<file path="config.mk">
export PLATFORM = sky130hd
export DESIGN_NAME = multi_mode_entry_comparator
export DESIGN_NICKNAME = d
export VERILOG_FILES = /design/src/rtl/mmec_pkg.sv /design/src/rtl/multi_mode_entry_comparator.sv /design/src/rtl/mmec_order.sv
export VERILOG_INCLUDE_DIRS = /design/src /design/src/rtl
export SDC_FILE = /design/constraint.sdc
export NUM_CORES = 1
export LEC_CHECK = 0
export BUFFER_PORTS_ARGS = -buffer_cell sky130_fd_sc_hd__buf_2
export CORE_MARGIN = 2
export CORE_UTILIZATION = 45
export DETAILED_ROUTE_END_ITERATION = 6
export SYNTH_ARGS = -nofsm -noshare
export SYNTH_HDL_FRONTEND = slang
export SYNTH_SLANG_ARGS = --single-unit
export TNS_END_PERCENT = 5
</file>
<file path="constraint.sdc">
create_clock -name clk -period 31.3 [get_ports clk]
set_clock_uncertainty 0.15 [all_clocks]
set_input_delay 6.26 -clock clk [delete_from_list [all_inputs] [get_ports clk]]
set_output_delay 6.26 -clock clk [all_outputs]
set_load 0.01 [all_outputs]
</file>
<file path="src/rtl/assert_macros.svh">
// ----------------------------------------------------------------------------
// Assertion macros
// Shared concurrent assertion wrappers for the comparator RTL.
// ----------------------------------------------------------------------------
`ifndef ASSERT_MACROS_SVH
`define ASSERT_MACROS_SVH

`ifndef SYNTHESIS

// Property that must hold at every clock edge outside reset.
`define MMEC_ASSERT(lbl, clk_s, rstn_s, prop, msg) \
    lbl: assert property (@(posedge clk_s) disable iff (!rstn_s) (prop)) \
        else $error(msg);

// Condition that must never be true at a clock edge outside reset.
`define MMEC_NEVER(lbl, clk_s, rstn_s, cond, msg) \
    lbl: assert property (@(posedge clk_s) disable iff (!rstn_s) !(cond)) \
        else $error(msg);

`else

`define MMEC_ASSERT(lbl, clk_s, rstn_s, prop, msg)
`define MMEC_NEVER(lbl, clk_s, rstn_s, cond, msg)

`endif

`endif

</file>
<file path="src/rtl/mmec_pkg.sv">
// ----------------------------------------------------------------------------
// mmec_pkg
// Types, codes and bus layout shared by the multi-mode entry comparator.
// ----------------------------------------------------------------------------
`timescale 1ns / 1ps

package mmec_pkg;

    localparam int ATTR_COUNT_DEF = 4;
    localparam int ATTR_W         = 32;
    localparam int KEY_W          = 32;

    // Input tdata layout, lowest bit first.
    localparam int IN_INCL_LSB    = 0;
    localparam int IN_JOIN_LSB    = 1;
    localparam int IN_SRC_LSB     = IN_JOIN_LSB + KEY_W;
    localparam int IN_ALIGN_LSB   = IN_SRC_LSB + KEY_W;
    localparam int IN_DEST_LSB    = IN_ALIGN_LSB + KEY_W;
    localparam int IN_ATTR_LSB    = IN_DEST_LSB + KEY_W;
    localparam int IN_ATTR_ALL_W  = 4 * ATTR_W;
    localparam int IN_USED_W      = IN_ATTR_LSB + IN_ATTR_ALL_W;
    localparam int IN_TDATA_W     = ((IN_USED_W + 7) / 8) * 8;
    localparam int IN_TUSER_W     = 4;
    localparam int OUT_TDATA_W    = 8;

    typedef enum logic [2:0] {
        MODE_JOIN_PREC  = 3'd0,
        MODE_PAIRWISE   = 3'd1,
        MODE_END_FIRST  = 3'd2,
        MODE_JOIN_ATTR  = 3'd3,
        MODE_INDEX      = 3'd4,
        MODE_ALIGN      = 3'd5,
        MODE_PAD_LAST   = 3'd6,
        MODE_DEST       = 3'd7
    } mode_t;

    localparam logic [2:0] KIND_SOURCE   = 3'd0;
    localparam logic [2:0] KIND_START    = 3'd1;
    localparam logic [2:0] KIND_END      = 3'd2;
    localparam logic [2:0] KIND_SORT_PAD = 3'd3;
    localparam logic [2:0] KIND_DIST_PAD = 3'd4;

    localparam logic POS_HOLD    = 1'b0;
    localparam logic POS_COMPARE = 1'b1;

    typedef struct packed {
        logic [2:0]              kind;
        logic                    incl;
        logic signed [KEY_W-1:0] join_key;
        logic signed [KEY_W-1:0] src_index;
        logic signed [KEY_W-1:0] align_key;
        logic signed [KEY_W-1:0] dest_index;
    } entry_t;

    // Boundary precedence rank used by the join ordering.
    function automatic logic [1:0] precedence(input logic [2:0] kind, input logic incl);
        logic [1:0] rank;
        begin
            case (kind)
                KIND_SOURCE: rank = 2'd2;
                KIND_START:  rank = incl ? 2'd1 : 2'd3;
                KIND_END:    rank = incl ? 2'd3 : 2'd1;
                default:     rank = 2'd0;
            endcase
            return rank;
        end
    endfunction

endpackage

</file>
<file path="src/rtl/multi_mode_entry_comparator.sv">
// ----------------------------------------------------------------------------
// multi_mode_entry_comparator
// Holds the first entry of each pair and reports whether it sorts strictly
// before the second entry under the selected ordering mode.
//
// Channel   Dir  Signals                                   Transfer when
// s_axis    in   tvalid tready tdata[263:0] tuser[3:0]     tvalid && tready
// m_axis    out  tvalid tready tdata[7:0]                  tvalid && tready
// cfg       in   valid ready data[2:0]                     valid && ready
//
// One entry is accepted per cycle while s_axis_tready is high. A compare
// entry yields its result through the input register and then the result
// register. A hold entry yields nothing. When the result register is
// stalled, a compare entry waiting in the input register stops s_axis_tready.
// Reset clears the valid flags and sets the mode to join with precedence.
// ----------------------------------------------------------------------------
`timescale 1ns / 1ps
`include "assert_macros.svh"

module multi_mode_entry_comparator
    import mmec_pkg::*;
#(
    parameter int ATTRIBUTE_COUNT = ATTR_COUNT_DEF
)
(
    input  logic                   clk,
    input  logic                   rst_n,

    input  logic                   s_axis_tvalid,
    output logic                   s_axis_tready,
    // tdata, low to high: boundary_inclusive, join_key, source_index,
    // align_key, dest_index, attributes_low_pair, attributes_high_pair, zeros.
    input  logic [IN_TDATA_W-1:0]  s_axis_tdata,
    // tuser, low to high: pair_position, entry_kind.
    input  logic [IN_TUSER_W-1:0]  s_axis_tuser,

    output logic                   m_axis_tvalid,
    input  logic                   m_axis_tready,
    // tdata, low to high: first_less, zeros.
    output logic [OUT_TDATA_W-1:0] m_axis_tdata,

    input  logic                   cfg_valid,
    output logic                   cfg_ready,
    input  logic [2:0]             cfg_data
);

    localparam int AW = ATTRIBUTE_COUNT * ATTR_W;

    mode_t          mode_reg;

    logic           st1_valid_reg;
    logic           st1_pos_reg;
    entry_t         st1_entry_reg;
    logic [AW-1:0]  st1_attr_reg;

    entry_t         held_reg;
    logic [AW-1:0]  held_attr_reg;

    logic           out_valid_reg;
    logic           out_less_reg;

    entry_t         in_entry;
    logic           s_xfer;
    logic           out_free;
    logic           st1_advance;
    logic           st1_hold;
    logic           cmp_less;

    assign in_entry.kind       = s_axis_tuser[3:1];
    assign in_entry.incl       = s_axis_tdata[IN_INCL_LSB];
    assign in_entry.join_key   = s_axis_tdata[IN_JOIN_LSB +: KEY_W];
    assign in_entry.src_index  = s_axis_tdata[IN_SRC_LSB +: KEY_W];
    assign in_entry.align_key  = s_axis_tdata[IN_ALIGN_LSB +: KEY_W];
    assign in_entry.dest_index = s_axis_tdata[IN_DEST_LSB +: KEY_W];

    assign st1_hold    = st1_pos_reg == POS_HOLD;
    assign out_free    = !out_valid_reg || m_axis_tready;
    assign st1_advance = st1_valid_reg && (st1_hold || out_free);

    assign s_axis_tready = !st1_valid_reg || st1_advance;
    assign s_xfer        = s_axis_tvalid && s_axis_tready;
    assign cfg_ready     = 1'b1;

    always_ff @(posedge clk or negedge rst_n)
    begin
        if (!rst_n)
        begin
            mode_reg <= MODE_JOIN_PREC;
        end
        else if (cfg_valid && cfg_ready)
        begin
            mode_reg <= mode_t'(cfg_data);
        end
    end

    always_ff @(posedge clk or negedge rst_n)
    begin
        if (!rst_n)
        begin
            st1_valid_reg <= 1'b0;
        end
        else if (s_axis_tready)
        begin
            st1_valid_reg <= s_axis_tvalid;
        end
    end

    always_ff @(posedge clk)
    begin
        if (s_xfer)
        begin
            st1_pos_reg   <= s_axis_tuser[0];
            st1_entry_reg <= in_entry;
            st1_attr_reg  <= s_axis_tdata[IN_ATTR_LSB +: AW];
        end
    end

    // The held entry is captured as the hold entry leaves the input register,
    // so every later compare entry sees it.
    always_ff @(posedge clk)
    begin
        if (st1_advance && st1_hold)
        begin
            held_reg      <= st1_entry_reg;
            held_attr_reg <= st1_attr_reg;
        end
    end

    mmec_order #(
        .ATTRIBUTE_COUNT (ATTRIBUTE_COUNT)
    ) u_order (
        .mode       (mode_reg),
        .held       (held_reg),
        .held_attr  (held_attr_reg),
        .cur        (st1_entry_reg),
        .cur_attr   (st1_attr_reg),
        .first_less (cmp_less)
    );

    always_ff @(posedge clk or negedge rst_n)
    begin
        if (!rst_n)
        begin
            out_valid_reg <= 1'b0;
        end
        else if (out_free)
        begin
            out_valid_reg <= st1_valid_reg && !st1_hold;
        end
    end

    always_ff @(posedge clk)
    begin
        if (out_free && st1_valid_reg && !st1_hold)
        begin
            out_less_reg <= cmp_less;
        end
    end

    assign m_axis_tvalid = out_valid_reg;
    assign m_axis_tdata  = {{(OUT_TDATA_W-1){1'b0}}, out_less_reg};

    `MMEC_ASSERT(a_hold_no_result, clk, rst_n,
        (st1_valid_reg && st1_hold && !out_valid_reg) |=> !m_axis_tvalid,
        "A hold entry produced a result.")

    `MMEC_ASSERT(a_stall_blocks_input, clk, rst_n,
        (st1_valid_reg && !st1_hold && out_valid_reg && !m_axis_tready) |-> !s_axis_tready,
        "Input accepted while a compare entry was blocked by a stalled result.")

    `MMEC_ASSERT(a_held_capture, clk, rst_n,
        (st1_advance && st1_hold) |=> held_reg == $past(st1_entry_reg),
        "Held entry does not match the hold entry that passed.")

    `MMEC_NEVER(a_cmp_result_lost, clk, rst_n,
        st1_advance && !st1_hold && out_valid_reg && !m_axis_tready,
        "Compare result overwrote a result still waiting for transfer.")

endmodule

</file>
<file path="src/rtl/mmec_order.sv">
// ----------------------------------------------------------------------------
// mmec_order
// Decides whether the held entry sorts strictly before the current one.
// ----------------------------------------------------------------------------
`timescale 1ns / 1ps

module mmec_order
    import mmec_pkg::*;
#(
    parameter int ATTRIBUTE_COUNT = ATTR_COUNT_DEF
)
(
    input  mode_t                              mode,
    input  entry_t                             held,
    input  logic [ATTRIBUTE_COUNT*ATTR_W-1:0]  held_attr,
    input  entry_t                             cur,
    input  logic [ATTRIBUTE_COUNT*ATTR_W-1:0]  cur_attr,
    output logic                               first_less
);

    logic join_lt, join_eq, src_lt, src_eq, align_lt, dest_lt;
    logic prec_lt;
    logic [ATTRIBUTE_COUNT-1:0] attr_lt, attr_eq;
    logic attr_less;
    logic held_pad, cur_pad;
    logic held_tgt, cur_tgt, held_end, cur_end, held_dist, cur_dist;
    logic normal_less;

    assign join_lt  = held.join_key < cur.join_key;
    assign join_eq  = held.join_key == cur.join_key;
    assign src_lt   = held.src_index < cur.src_index;
    assign src_eq   = held.src_index == cur.src_index;
    assign align_lt = held.align_key < cur.align_key;
    assign dest_lt  = held.dest_index < cur.dest_index;
    assign prec_lt  = precedence(held.kind, held.incl) < precedence(cur.kind, cur.incl);

    always_comb
    begin
        for (int i = 0; i < ATTRIBUTE_COUNT; i++)
        begin
            attr_lt[i] = $signed(held_attr[i*ATTR_W +: ATTR_W])
                       < $signed(cur_attr[i*ATTR_W +: ATTR_W]);
            attr_eq[i] = held_attr[i*ATTR_W +: ATTR_W] == cur_attr[i*ATTR_W +: ATTR_W];
        end
    end

    // Lexicographic chain: the first attribute that differs decides.
    always_comb
    begin
        attr_less = 1'b0;
        for (int i = ATTRIBUTE_COUNT - 1; i >= 0; i--)
        begin
            attr_less = attr_lt[i] | (attr_eq[i] & attr_less);
        end
    end

    assign held_pad  = held.kind == KIND_SORT_PAD;
    assign cur_pad   = cur.kind == KIND_SORT_PAD;
    assign held_tgt  = (held.kind == KIND_START) || (held.kind == KIND_END);
    assign cur_tgt   = (cur.kind == KIND_START) || (cur.kind == KIND_END);
    assign held_end  = held.kind == KIND_END;
    assign cur_end   = cur.kind == KIND_END;
    assign held_dist = held.kind == KIND_DIST_PAD;
    assign cur_dist  = cur.kind == KIND_DIST_PAD;

    always_comb
    begin
        case (mode)
            MODE_JOIN_PREC:
                normal_less = join_lt | (join_eq & prec_lt);
            MODE_PAIRWISE:
                if (held_tgt != cur_tgt)
                    normal_less = held_tgt;
                else
                    normal_less = src_lt | (src_eq & (held.kind == KIND_START)
                                                   & (cur.kind != KIND_START));
            MODE_END_FIRST:
                normal_less = (held_end != cur_end) ? held_end : src_lt;
            MODE_JOIN_ATTR:
                normal_less = join_lt | (join_eq & attr_less);
            MODE_INDEX:
                normal_less = src_lt;
            MODE_ALIGN:
                normal_less = align_lt;
            MODE_PAD_LAST:
                normal_less = (held_dist != cur_dist) ? cur_dist : src_lt;
            MODE_DEST:
                normal_less = dest_lt;
            default:
                normal_less = dest_lt;
        endcase
    end

    // Sort padding goes after everything else in every mode.
    assign first_less = (held_pad != cur_pad) ? cur_pad : normal_less;

endmodule

</file>
==> results of run 1 <==
final timing paths:
kind,end,slack (ns),depth (start not counted)
min,held_reg[67],0.29,0
min in group asynchronous,m_axis_tvalid,5.32,1
min reg2reg,held_reg[67],0.29,0
max,s_axis_tready,18.02,4
max reg2reg,out_less_reg,28.24,11
max in group asynchronous,mode_reg[0],25.55,1
logic make-up after synthesis:
logic type | count (synthesis) | share of synthesized area [%]
fa+ha+maj | 255 | 14.0
simple gates | 226 | 5.14
xor+xnor | 3 | 0.115
compound gates | 226 | 6.46
other cells | 2 | 0.0329
mux | 7 | 0.329
flops | 527 | 69.3
buf+inv | 275 | 4.67
per-layer routing:
metal	vias up	global-route usage (%)	share of wire [%]
met5	-	0	0.082
met3	83	2.83	4.1
met4	6	6.19	2.8
li1	6276	-	-
met2	228	26.8	48
met1	5909	21.0	45
through the flow:
stage          area [um2]  setup slack, ns
5_1_grt             26800            17.92
3_5_place_dp        25000            18.02
4_1_cts             26800            18.02
6_report            26800            18.02
3_3_place_gp        25000            18.06
2_1_floorplan       22800            18.05
placed cells by master (no fill, tap or decap), types with 9 or more instances in the layout:
master,netlist,routed
edfxtp_1,522,522
buf_2,0,271
inv_1,264,264
ha_1,255,255
a21oi_1,91,91
clkbuf_16,0,56
nand2_1,53,53
nand4_1,41,41
nand3_1,38,38
nor2_1,31,31
o21ai_0,31,31
a21o_1,27,27
nor2b_1,17,16
a211oi_1,11,11
clkinv_1,0,11
nor4_1,10,10
o211ai_1,9,9
power by group:
group          internal, mW  switching (mW)  leakage [nW]
Sequential            0.824          0.0170          5.06
Combinational        0.0505          0.0680          5.49
Clock                 0.369           0.271         0.852
Total                  1.24           0.356          11.4
critical path: cells and delay by family:
family                 cells  cell delay [ns]
buffers and inverters      2             0.26
and+or+nand+nor            2             0.35
final cells by class:
class                   instances  area (um2)
multi-input cells             725        5980
inverters                     264         991
clock buffers                  63        1430
fillers                      4225       23300
diodes                          3        7.51
clock inverters                35         340
well taps                     672         841
flip-flops and latches        527       15800
repair buffers                278        1420
==> summary.md, run 1 <==
| Metric | Value |
|---|---|
| Total number of vias | between 10000 and 15000 |
| Share of layout cells above drive strength 1 | 19.8% |
| Pre-antenna DRT Iters | 4 |
| Max-cap violations | 0 |
| HP Start | st1_entry_reg[67] |
| Post-synth top area cell | edfxtp_1 |
| Synth Register Bits | ~530 |
| Worst r2r src | st1_attr_reg[101] |
| CTS clk-pin slew, worst paths | 0.06 ns |
| TritonCTS clock tree | built |
| Placer congestion estimate | ~0.8 |
| Asr flop ratio synth | 0.949% |
| H-tree depth | 2 |
| Die Area | 52500 um2 |
| Post-CTS Setup Bufs | 0 |
| Root buf cell | clkbuf_16 |
| CTS Buf Count | 56 |
| Max_slew headroom | 30.4% |
| Site Rows | a little over 80 |
| Synth cell types | 60 |
| Top-count cell post-synth | edfxtp_1 |
| Most used cell, CP | buf_2 |
| Dpl hpwl | just under 30000 um |
| Post-Synthesis Cell Area | 22800 um2 |
| Worst-path fanout max | 3 |
| Post-layout net count | 2383 |
| Fin crit share | 42.4% |
| Post-CTS Resized | 0 |
| Wire per inst | 16.2 um |
| Post-synth EDFFs | 522 |
| CTS max path bufs | 3 |
| Pwr per Cell Area | 59.6 nW/um2 |
| DRC viols | 0 |
| Main synth FF type | edfxtp_1 |
| Input/output buffers | between 200 and 300 |
| Non-Filler Instances | 2567 |
| RSZ-0062 raised after global routing | false |
| Hold Crit Class | register to register |
| Crit path DAT | 6.87 ns |
| Number of I/O pins | 287 |
| Overall Power | around 1.6 mW |
| Synth top cells by count | edfxtp_1, inv_1, ha_1, a21oi_1, nand2_1 |
| Final Hold Vio Count | 0 |
| Max Freq | 75.3 MHz |
| Critical Path Source | m_axis_tready |
| Lkg Pwr | between 10 and 15 nW |
| DRT antenna net count | 0 |
| Final setup viols | 0 |
| CP cell instances | buf_2 > nor2b_1 > nand3_1 > buf_2 |
| Initial antenna violation count | 6 |
| First-pass GRT wire length | 66600 um |
| Dominant cells by area after synthesis | edfxtp_1, ha_1, inv_1 |
| Largest stage delay on the critical path | 0.19 ns |
| Setup TNS Final | 0 ns |
| Largest net degree at the start of global routing | approximately 140 |
| Total track usage | 16.1% |
| Pins over their slew limit | 0 |
| DP Cell Count | 2466 |
| Post-Syn Instances | 1521 |
| CP startpoint kind | primary input |
| Die Y | 229 um |
| Slew of the pin with the lowest slew margin | 1.04 ns |
| Crit-path slowest cell | nor2b_1 |
| Worst hold slack | 0.294 ns |
| Area Overhead vs Synth | 17.5% |
| Hold-fix buffers, CTS | 0 |
| Initial Util | 45.6% |
| Max VDD drop | 45.2 uV |
| Kind of critical path | primary input to output pin |
| YS warnings | 0 |
| Via/cell ratio | 4.87 |
| Crit path capture type | output pin |
| Syn Area/Cell | 15.0 um2 |
| Min Tclk post-route | 13.28 ns |
| Final core occ | 53.5% |
| DR iter-0 viols | 623 |
| Sequential share of the synthesized area | between 60% and 70% |
| Die span in x | 229 um |
| Vias in the first global route | between 10000 and 15000 |
| Overflow after GRT | 0 |
| CORE AREA | 50100 um2 |
| CTS Sinks | 527 |
| Crit path required time | approximately 25 ns |
| Drt total wl | 41700 um |
| Yosys top cell area share | 68.7% |
| Clock Latency Late Sink | 0.62 ns |
| Outcome | completed |
Power figures use the tool's default switching activity.
==> run 2, diff against run 1 <==
--- a/config.mk
+++ b/config.mk
@@ -6,6 +6,7 @@
 export SDC_FILE = /design/constraint.sdc
 export NUM_CORES = 1
 export LEC_CHECK = 0
+export ABC_AREA = 1
 export BUFFER_PORTS_ARGS = -buffer_cell sky130_fd_sc_hd__buf_2
 export CORE_MARGIN = 2
 export CORE_UTILIZATION = 45
==> constraint.sdc (replaced) <==
create_clock -name clk -period 13.6 [get_ports clk]
set_clock_uncertainty 0.15 [all_clocks]
set_input_delay 2.72 -clock clk [delete_from_list [all_inputs] [get_ports clk]]
set_output_delay 2.72 -clock clk [all_outputs]
set_load 0.01 [all_outputs]
==> run 2 against run 1 <==
  * Combinational power is 130% higher
  * Clock-buffer cell count is 2 lower
  * Critical path depth is 2 higher
  * Synthesized cell count is 8.0% higher
  * Total power is 140% higher
  * Die area is 0.16% higher
  * Global-route usage is 0.067 points lower
  * Routed wire length is 1.9% lower
  * Final cell count is 5.1% higher
  * Sequential share of layout area is 0.46 points lower
  * Setup slack worse by 11 ns
  * Highest routed layer unchanged
==> summary.md, run 2 <==
| Metric | Value |
|---|---|
| YS warnings | 0 (unchanged) |
| CP top delay family | buffers and inverters |
| Main synth FF type | edfxtp_1 |
| Worst r2r src | st1_pos_reg |
| Outcome | completed |
| Sequential Area | 15800 um2 (unchanged) |
| FF-to-FF path depth | 3 (-8) |
| CP cell instances | buf_2 > nor2_1 > inv_1 > nor2_1 > inv_1 > buf_2 |
| Synth cell types | 38 (-37%) |
| Via/cell ratio | 4.72 (-3.1%) |
| Yosys top cell area share | 68.6% (-0.11 points) |
| Syn Area/Cell | 13.9 um2 (-7.2%) |
| WHS Endpoint | held_attr_reg[86] |
| Root buf cell | clkbuf_16 |
| HP Start | st1_attr_reg[86] |
| CTS Buf Count | 56 (unchanged) |
| Crit path required time | 10.73 ns (-14.16 ns) |
| Drt total wl | 40900 um (-1.9%) |
| Post-Syn Instances | 1642 (+8.0%) |
| Die span in x | 229 um (about the same) |
| Largest net degree at the start of global routing | 176 (+28%) |
| First-pass GRT wire length | 66700 um (+0.12%) |
| Post-synth top area cell | edfxtp_1 |
| Share of layout cells above drive strength 1 | 18.6% (-1.3 points) |
| Kind of critical path | primary input to output pin |
| DR iter-0 viols | 659 (+5.8%) |
| Die Y | 229 um (about the same) |
| R2r setup slk | 10.56 ns (-17.68 ns) |
| CTS max path bufs | 3 (unchanged) |
| Lkg Pwr | 11.8 nW (+3.3%) |
| FF-to-FF End | held_attr_reg[74] |
| Worst-path fanout max | 2 (-1) |
| Hold-fix buffers, CTS | 0 (unchanged) |
| Post-Synthesis Cell Area | 22800 um2 (+0.16%) |
| Fillers | 4185 (-0.95%) |
| Asr flop ratio synth | 0.949% (unchanged) |
| Initial antenna violation count | 7 (+1) |
| WP buf/inv | 4 (+2) |
| Max Freq | 158 MHz |
| Max-cap violations | 0 (unchanged) |
| Place WS | 7.28 ns (-10.74 ns) |
| CP startpoint kind | primary input |
| DRT antenna net count | 0 (unchanged) |
| Final setup viols | 0 (unchanged) |
| Synth Register Bits | 527 (unchanged) |
| Pre-antenna DRT Iters | 4 (unchanged) |
| Post-CTS Resized | 0 (unchanged) |
| RSZ-0062 raised after global routing | false |
| Synth top cells by count | edfxtp_1, inv_1, ha_1, nand2_1, a21oi_1 |
| Fin crit share | 46.5% |
| Slew of the pin with the lowest slew margin | 1.07 ns (+0.0227 ns) |
| H-tree depth | 2 (unchanged) |
| Total track usage | 16.0% (-0.067 points) |
| Post-layout net count | 2505 (+5.1%) |
| Clock Latency Late Sink | 0.60 ns (-0.02 ns) |
| Overflow after GRT | 0 (unchanged) |
| Site Rows | 82 (unchanged) |
| CTS clk-pin slew, worst paths | 0.06 ns (about the same) |
| Min Tclk post-route | 6.32 ns |
| Sequential share of the synthesized area | 69.1% (-0.11 points) |
| Max_slew headroom | 28.9% (-1.5 points) |
| Design area | 27000 um2 (+0.79%) |
| Total number of vias | 12728 (+1.8%) |
| Input/output buffers | 271 (unchanged) |
| DRC viols | 0 (unchanged) |
| Largest stage delay on the critical path | 0.21 ns (+0.02 ns) |
| CTS Sinks | 527 (unchanged) |
| Setup ws final | 7.28 ns (-10.74 ns) |
| Crit-path slowest cell | nor2_1 |
| Dominant cells by area after synthesis | edfxtp_1, ha_1, inv_1 |
| Dpl cell area | 25100 um2 (+0.16%) |
| Initial Util | 45.5% (about the same) |
| Crit path DAT | 3.45 ns (-3.42 ns) |
| Pins over their slew limit | 0 (unchanged) |
| Pwr per Cell Area | 141 nW/um2 (+140%) |
| Number of I/O pins | 287 (unchanged) |
| Vias in the first global route | 13238 (+1.2%) |
| Die Area | 52600 um2 (+0.16%) |
| Wire per inst | 15.2 um (-6.6%) |
| Commonest non-fill, non-tap cells in the layout | edfxtp_1, inv_1, buf_2 |
| Area of the multi-input gates | 5820 um2 (-2.6%) |
| Hold Crit Class | register to register |
| Hold path depth | 0 (unchanged) |
| Setup TNS Final | 0 ns (unchanged) |
| TritonCTS clock tree | built |
| Post-CTS Setup Bufs | 0 (unchanged) |
| Max VDD drop | 153 uV (+240%) |
| Final Hold Vio Count | 0 (unchanged) |
| Dpl hpwl | 28900 um (-2.1%) |
| Area Overhead vs Synth | 18.3% |
| CORE AREA | 50200 um2 (+0.20%) |
| Post-synth EDFFs | 522 (unchanged) |
| Commonest non-fill, non-tap cell in the layout | edfxtp_1 |
| Top-count cell post-synth | edfxtp_1 |
| Crit path capture type | output pin |
| Worst hold slack | 0.292 ns (-0.00200 ns) |
| Placer congestion estimate | 0.774 (-1.5%) |
[run 2: changes by cell type after synthesis, moves of 17 or more]
cell and change:
nand2_1 +127, a21o_1 -26, inv_1 +52, nor3_1 +18
a21oi_1 +39, nor2b_1 -17
[run 2: worst max-delay path by stage]
stage	start	end	slack, ns	depth (start not counted)
finish	m_axis_tready	s_axis_tready	7.28	6
global route	m_axis_tready	s_axis_tready	7.20	6
CTS	m_axis_tready	s_axis_tready	7.28	6
detailed placement	m_axis_tready	s_axis_tready	7.28	6
global placement	m_axis_tready	s_axis_tready	7.27	6
floorplan	st1_valid_reg	held_attr_reg[0]	1.27	2
[run 2: logic make-up after synthesis]
kind of cell,share of synthesized area (%)
adders and majority gates,14.0
xor gates and xnor gates,0.0383
buffers and inverters,5.54
AOI/OAI and AO/OA,4.92
other,0.0329
DFF,69.1
and+or+nand+nor,6.36
[run 2: layer usage]
| metal | track usage (%) | vias to the layer above | share of wire (%) |
|---|---|---|---|
| met4 | 5.62 | 2 | 2.4 |
| met2 | 26.4 | 250 | 47 |
| met5 | 0 | - | 0.032 |
| li1 | - | 6484 | - |
| met3 | 2.90 | 63 | 4.9 |
| met1 | 21.3 | 5929 | 45 |
[run 2: area by class of cell]
| cell class | count | share of cell area [%] |
|---|---|---|
| multi-input cells | 793 | 21.5 |
| clock buffers | 61 | 5.26 |
| well taps | 672 | 3.11 |
| repair buffers | 277 | 5.23 |
| inverters | 319 | 4.43 |
| diodes | 5 | 0.0463 |
| flip-flops and latches | 527 | 58.5 |
| clock inverters | 43 | 1.90 |
[run 2: power breakdown]
part	switching [mW]	internal (mW)	total, mW
Combinational	0.165	0.111	0.277
Clock	0.619	0.977	1.60
Sequential	0.0366	1.90	1.94
Total	0.821	2.99	3.81
[run 2: through the flow]
step | total power, mW | std cells | util, %
final | 3.81 | 2697 | 53.9
after global routing | 3.98 | 2695 | 53.8
after CTS | 3.86 | 2692 | 53.8
after detailed placement | 2.25 | 2588 | 50.0
after global placement | 2.24 | 2588 | 50.0
after floorplan | 2.16 | 1648 | -
[run 2: worst reg2reg max path: stages, from the launching register on]
cell and delay (ns):
edfxtp_1 0.45, nor2_4 0.28, buf_4 0.81, buf_4 0.92
==> run 3, diff against run 2 <==
--- a/config.mk
+++ b/config.mk
@@ -6,11 +6,12 @@
 export SDC_FILE = /design/constraint.sdc
 export NUM_CORES = 1
 export LEC_CHECK = 0
-export ABC_AREA = 1
+export ABC_AREA = 0
 export BUFFER_PORTS_ARGS = -buffer_cell sky130_fd_sc_hd__buf_2
 export CORE_MARGIN = 2
 export CORE_UTILIZATION = 45
 export DETAILED_ROUTE_END_ITERATION = 6
+export PLACE_DENSITY = 0.67
 export SYNTH_ARGS = -nofsm -noshare
 export SYNTH_HDL_FRONTEND = slang
 export SYNTH_SLANG_ARGS = --single-unit
==> constraint.sdc (replaced) <==
create_clock -name clk -period 5.5 [get_ports clk]
set_clock_uncertainty 0.15 [all_clocks]
set_input_delay 1.1 -clock clk [delete_from_list [all_inputs] [get_ports clk]]
set_output_delay 1.1 -clock clk [all_outputs]
set_load 0.01 [all_outputs]
==> run 3 against run 2 <==
  * Sequential share of layout area grew 0.19 points
  * Global-route usage grew 0.13 points
  * Clock-buffer cell count grew 4
  * Critical path type is now register to register
  * Non-clock buffer count shrank 1
  * Via count shrank 0.49%
  * Total power grew 140%
  * Worst hold slack lost 0.11 ns
==> summary.md, run 3 (synthesis results as in run 1) <==
| Metric | Value |
|---|---|
| CTS max path bufs | 3 (unchanged) |
| Critical Path Source | st1_attr_reg[101] |
| Placer congestion estimate | 0.793 (+2.4%) |
| Die span in x | 229 um (about the same) |
| Post-CTS Setup Bufs | 0 (unchanged) |
| Critical path endpoint | out_less_reg |
| Via/cell ratio | 4.92 (+4.2%) |
| Pwr per Cell Area | 342 nW/um2 (+140%) |
| Initial antenna violation count | 15 (+8) |
| Initial Util | 45.6% (about the same) |
| Crit-path slowest cell | mux2i_1 |
| Post-layout net count | 2382 (-4.9%) |
| Final Hold Vio Count | 0 (unchanged) |
| Clock Latency Late Sink | 0.61 ns (about the same) |
| Drt total wl | 41500 um (+1.5%) |
| Setup TNS Final | 0 ns (unchanged) |
| Share of layout cells above drive strength 1 | 20.0% (+1.4 points) |
| Wire per inst | 16.1 um (+6.3%) |
| Largest net degree at the start of global routing | 150 (-15%) |
| Commonest non-fill, non-tap cells in the layout | edfxtp_1, buf_2, inv_1 |
| Crit path capture type | register |
| Hold-fix buffers, CTS | 0 (unchanged) |
| Input/output buffers | 271 (unchanged) |
| Commonest non-fill, non-tap cell in the layout | edfxtp_1 |
| FF-to-FF End | out_less_reg |
| Die Y | 229 um (about the same) |
| Number of I/O pins | 287 (unchanged) |
| CP cell instances | inv_1 > ha_1 > a21o_1 > a211oi_2 > o31ai_1 > a21oi_1 > o21ai_1 > a21oi_2 > mux2i_1 > o31a_1 > o311ai_2 |
| Final setup viols | 0 (unchanged) |
| DRT antenna net count | 0 (unchanged) |
| Total number of vias | 12665 (-0.49%) |
| Worst hold slack | 0.178 ns (-0.114 ns) |
| Pins over their slew limit | 0 (unchanged) |
| Worst r2r src | st1_attr_reg[101] |
| CP startpoint kind | register |
| WP buf/inv | 1 (-3) |
| H-tree depth | 2 (unchanged) |
| Area Overhead vs Synth | 18.1% |
| Max-cap violations | 0 (unchanged) |
| Max Freq | 321 MHz |
| CTS clk-pin slew, worst paths | 0.06 ns (about the same) |
| Die Area | 52500 um2 (-0.16%) |
| Crit path required time | 5.69 ns (-5.04 ns) |
| Pre-antenna DRT Iters | 5 (+1) |
| First-pass GRT wire length | 67100 um (+0.65%) |
| Post-CTS Resized | 0 (unchanged) |
| Worst-path fanout max | 2 (unchanged) |
| Max VDD drop | 338 uV (+120%) |
| Slew of the pin with the lowest slew margin | 1.04 ns (-0.0243 ns) |
| Dpl hpwl | 29400 um (+1.8%) |
| CTS Buf Count | 57 (+1.8%) |
| Min Tclk post-route | 3.12 ns |
| Max_slew headroom | 30.5% (+1.6 points) |
| Worst path depth | 11 (+5) |
| Setup ws final | 2.38 ns (-4.89 ns) |
| Kind of critical path | register to register |
| DR iter-0 viols | 637 (-3.3%) |
| Fin crit share | 56.6% |
| Largest stage delay on the critical path | 0.53 ns (+0.32 ns) |
| CP top delay family | compound AO/OA/AOI/OAI gates |
| Overflow after GRT | 0 (unchanged) |
| Lkg Pwr | 11.4 nW (-2.7%) |
| FF-to-FF path depth | 11 (+8) |
| CORE AREA | 50100 um2 (-0.20%) |
| Hold Crit Class | primary input to asynchronous set/reset pin |
| CTS Sinks | 527 (unchanged) |
| Fillers | 4140 (-1.1%) |
| R2r setup slk | 2.38 ns (-8.18 ns) |
| RSZ-0062 raised after global routing | false |
| TritonCTS clock tree | built |
| Total track usage | 16.1% (+0.13 points) |
| Root buf cell | clkbuf_16 |
| Crit path DAT | 3.30 ns (-0.15 ns) |
| Vias in the first global route | 13289 (+0.39%) |
| Overall Power | 9.20 mW (+140%) |
| Place WS | 2.35 ns (-4.94 ns) |
| DRC viols | 0 (unchanged) |
| Outcome | completed |
| Site Rows | 82 (unchanged) |
run 3: metal layers:
metal	part of all wire (%)	track usage [%]	routed length [um]	up-vias
li1	-	-	-	6290
met1	43	20.7	17900	5981
met2	48	26.7	19900	277
met3	5.7	3.80	2380	101
met4	2.9	5.88	1190	16
met5	0.27	0	111	-
run 3: cell type report:
class	count	area, um2	area share [%]
repair buffers	276	1460	5.41
inverters	264	991	3.68
well taps	672	841	3.12
flip-flops and latches	527	15800	58.7
diodes	7	17.5	0.0650
multi-input cells	725	5980	22.2
clock inverters	40	390	1.45
clock buffers	65	1460	5.41
run 3: worst min-delay path by stage:
stage	startpoint	cells after the start	end
after CTS	rst_n	1	st1_valid_reg
final	rst_n	1	st1_valid_reg
after global routing	rst_n	1	m_axis_tvalid
after floorplan	st1_entry_reg[0]	0	held_reg[0]
after detailed placement	st1_attr_reg[113]	0	held_attr_reg[113]
after global placement	st1_entry_reg[0]	0	held_reg[0]
run 3: per-stage QoR:
step,instance area (um2),util [%],cells
6_report,26900,53.8,2576
5_1_grt,26900,53.8,2573
4_1_cts,26900,53.8,2569
3_5_place_dp,25100,50.1,2464
3_3_place_gp,25100,50.1,2464
2_1_floorplan,22800,-,1527
run 3: worst reg2reg max path, delay by kind of cell (launching register included):
kind	cells	cell delay, ns
DFF	1	0.35
AOI/OAI and AO/OA	8	1.46
adders and majority gates	1	0.31
buffers and inverters	1	0.05
muxes	1	0.53
run 3: power breakdown:
group,total [mW],leakage [nW],internal (mW),switching [mW]
clock network,3.73,0.893,2.19,1.55
registers,4.79,5.06,4.69,0.101
logic,0.678,5.50,0.292,0.386
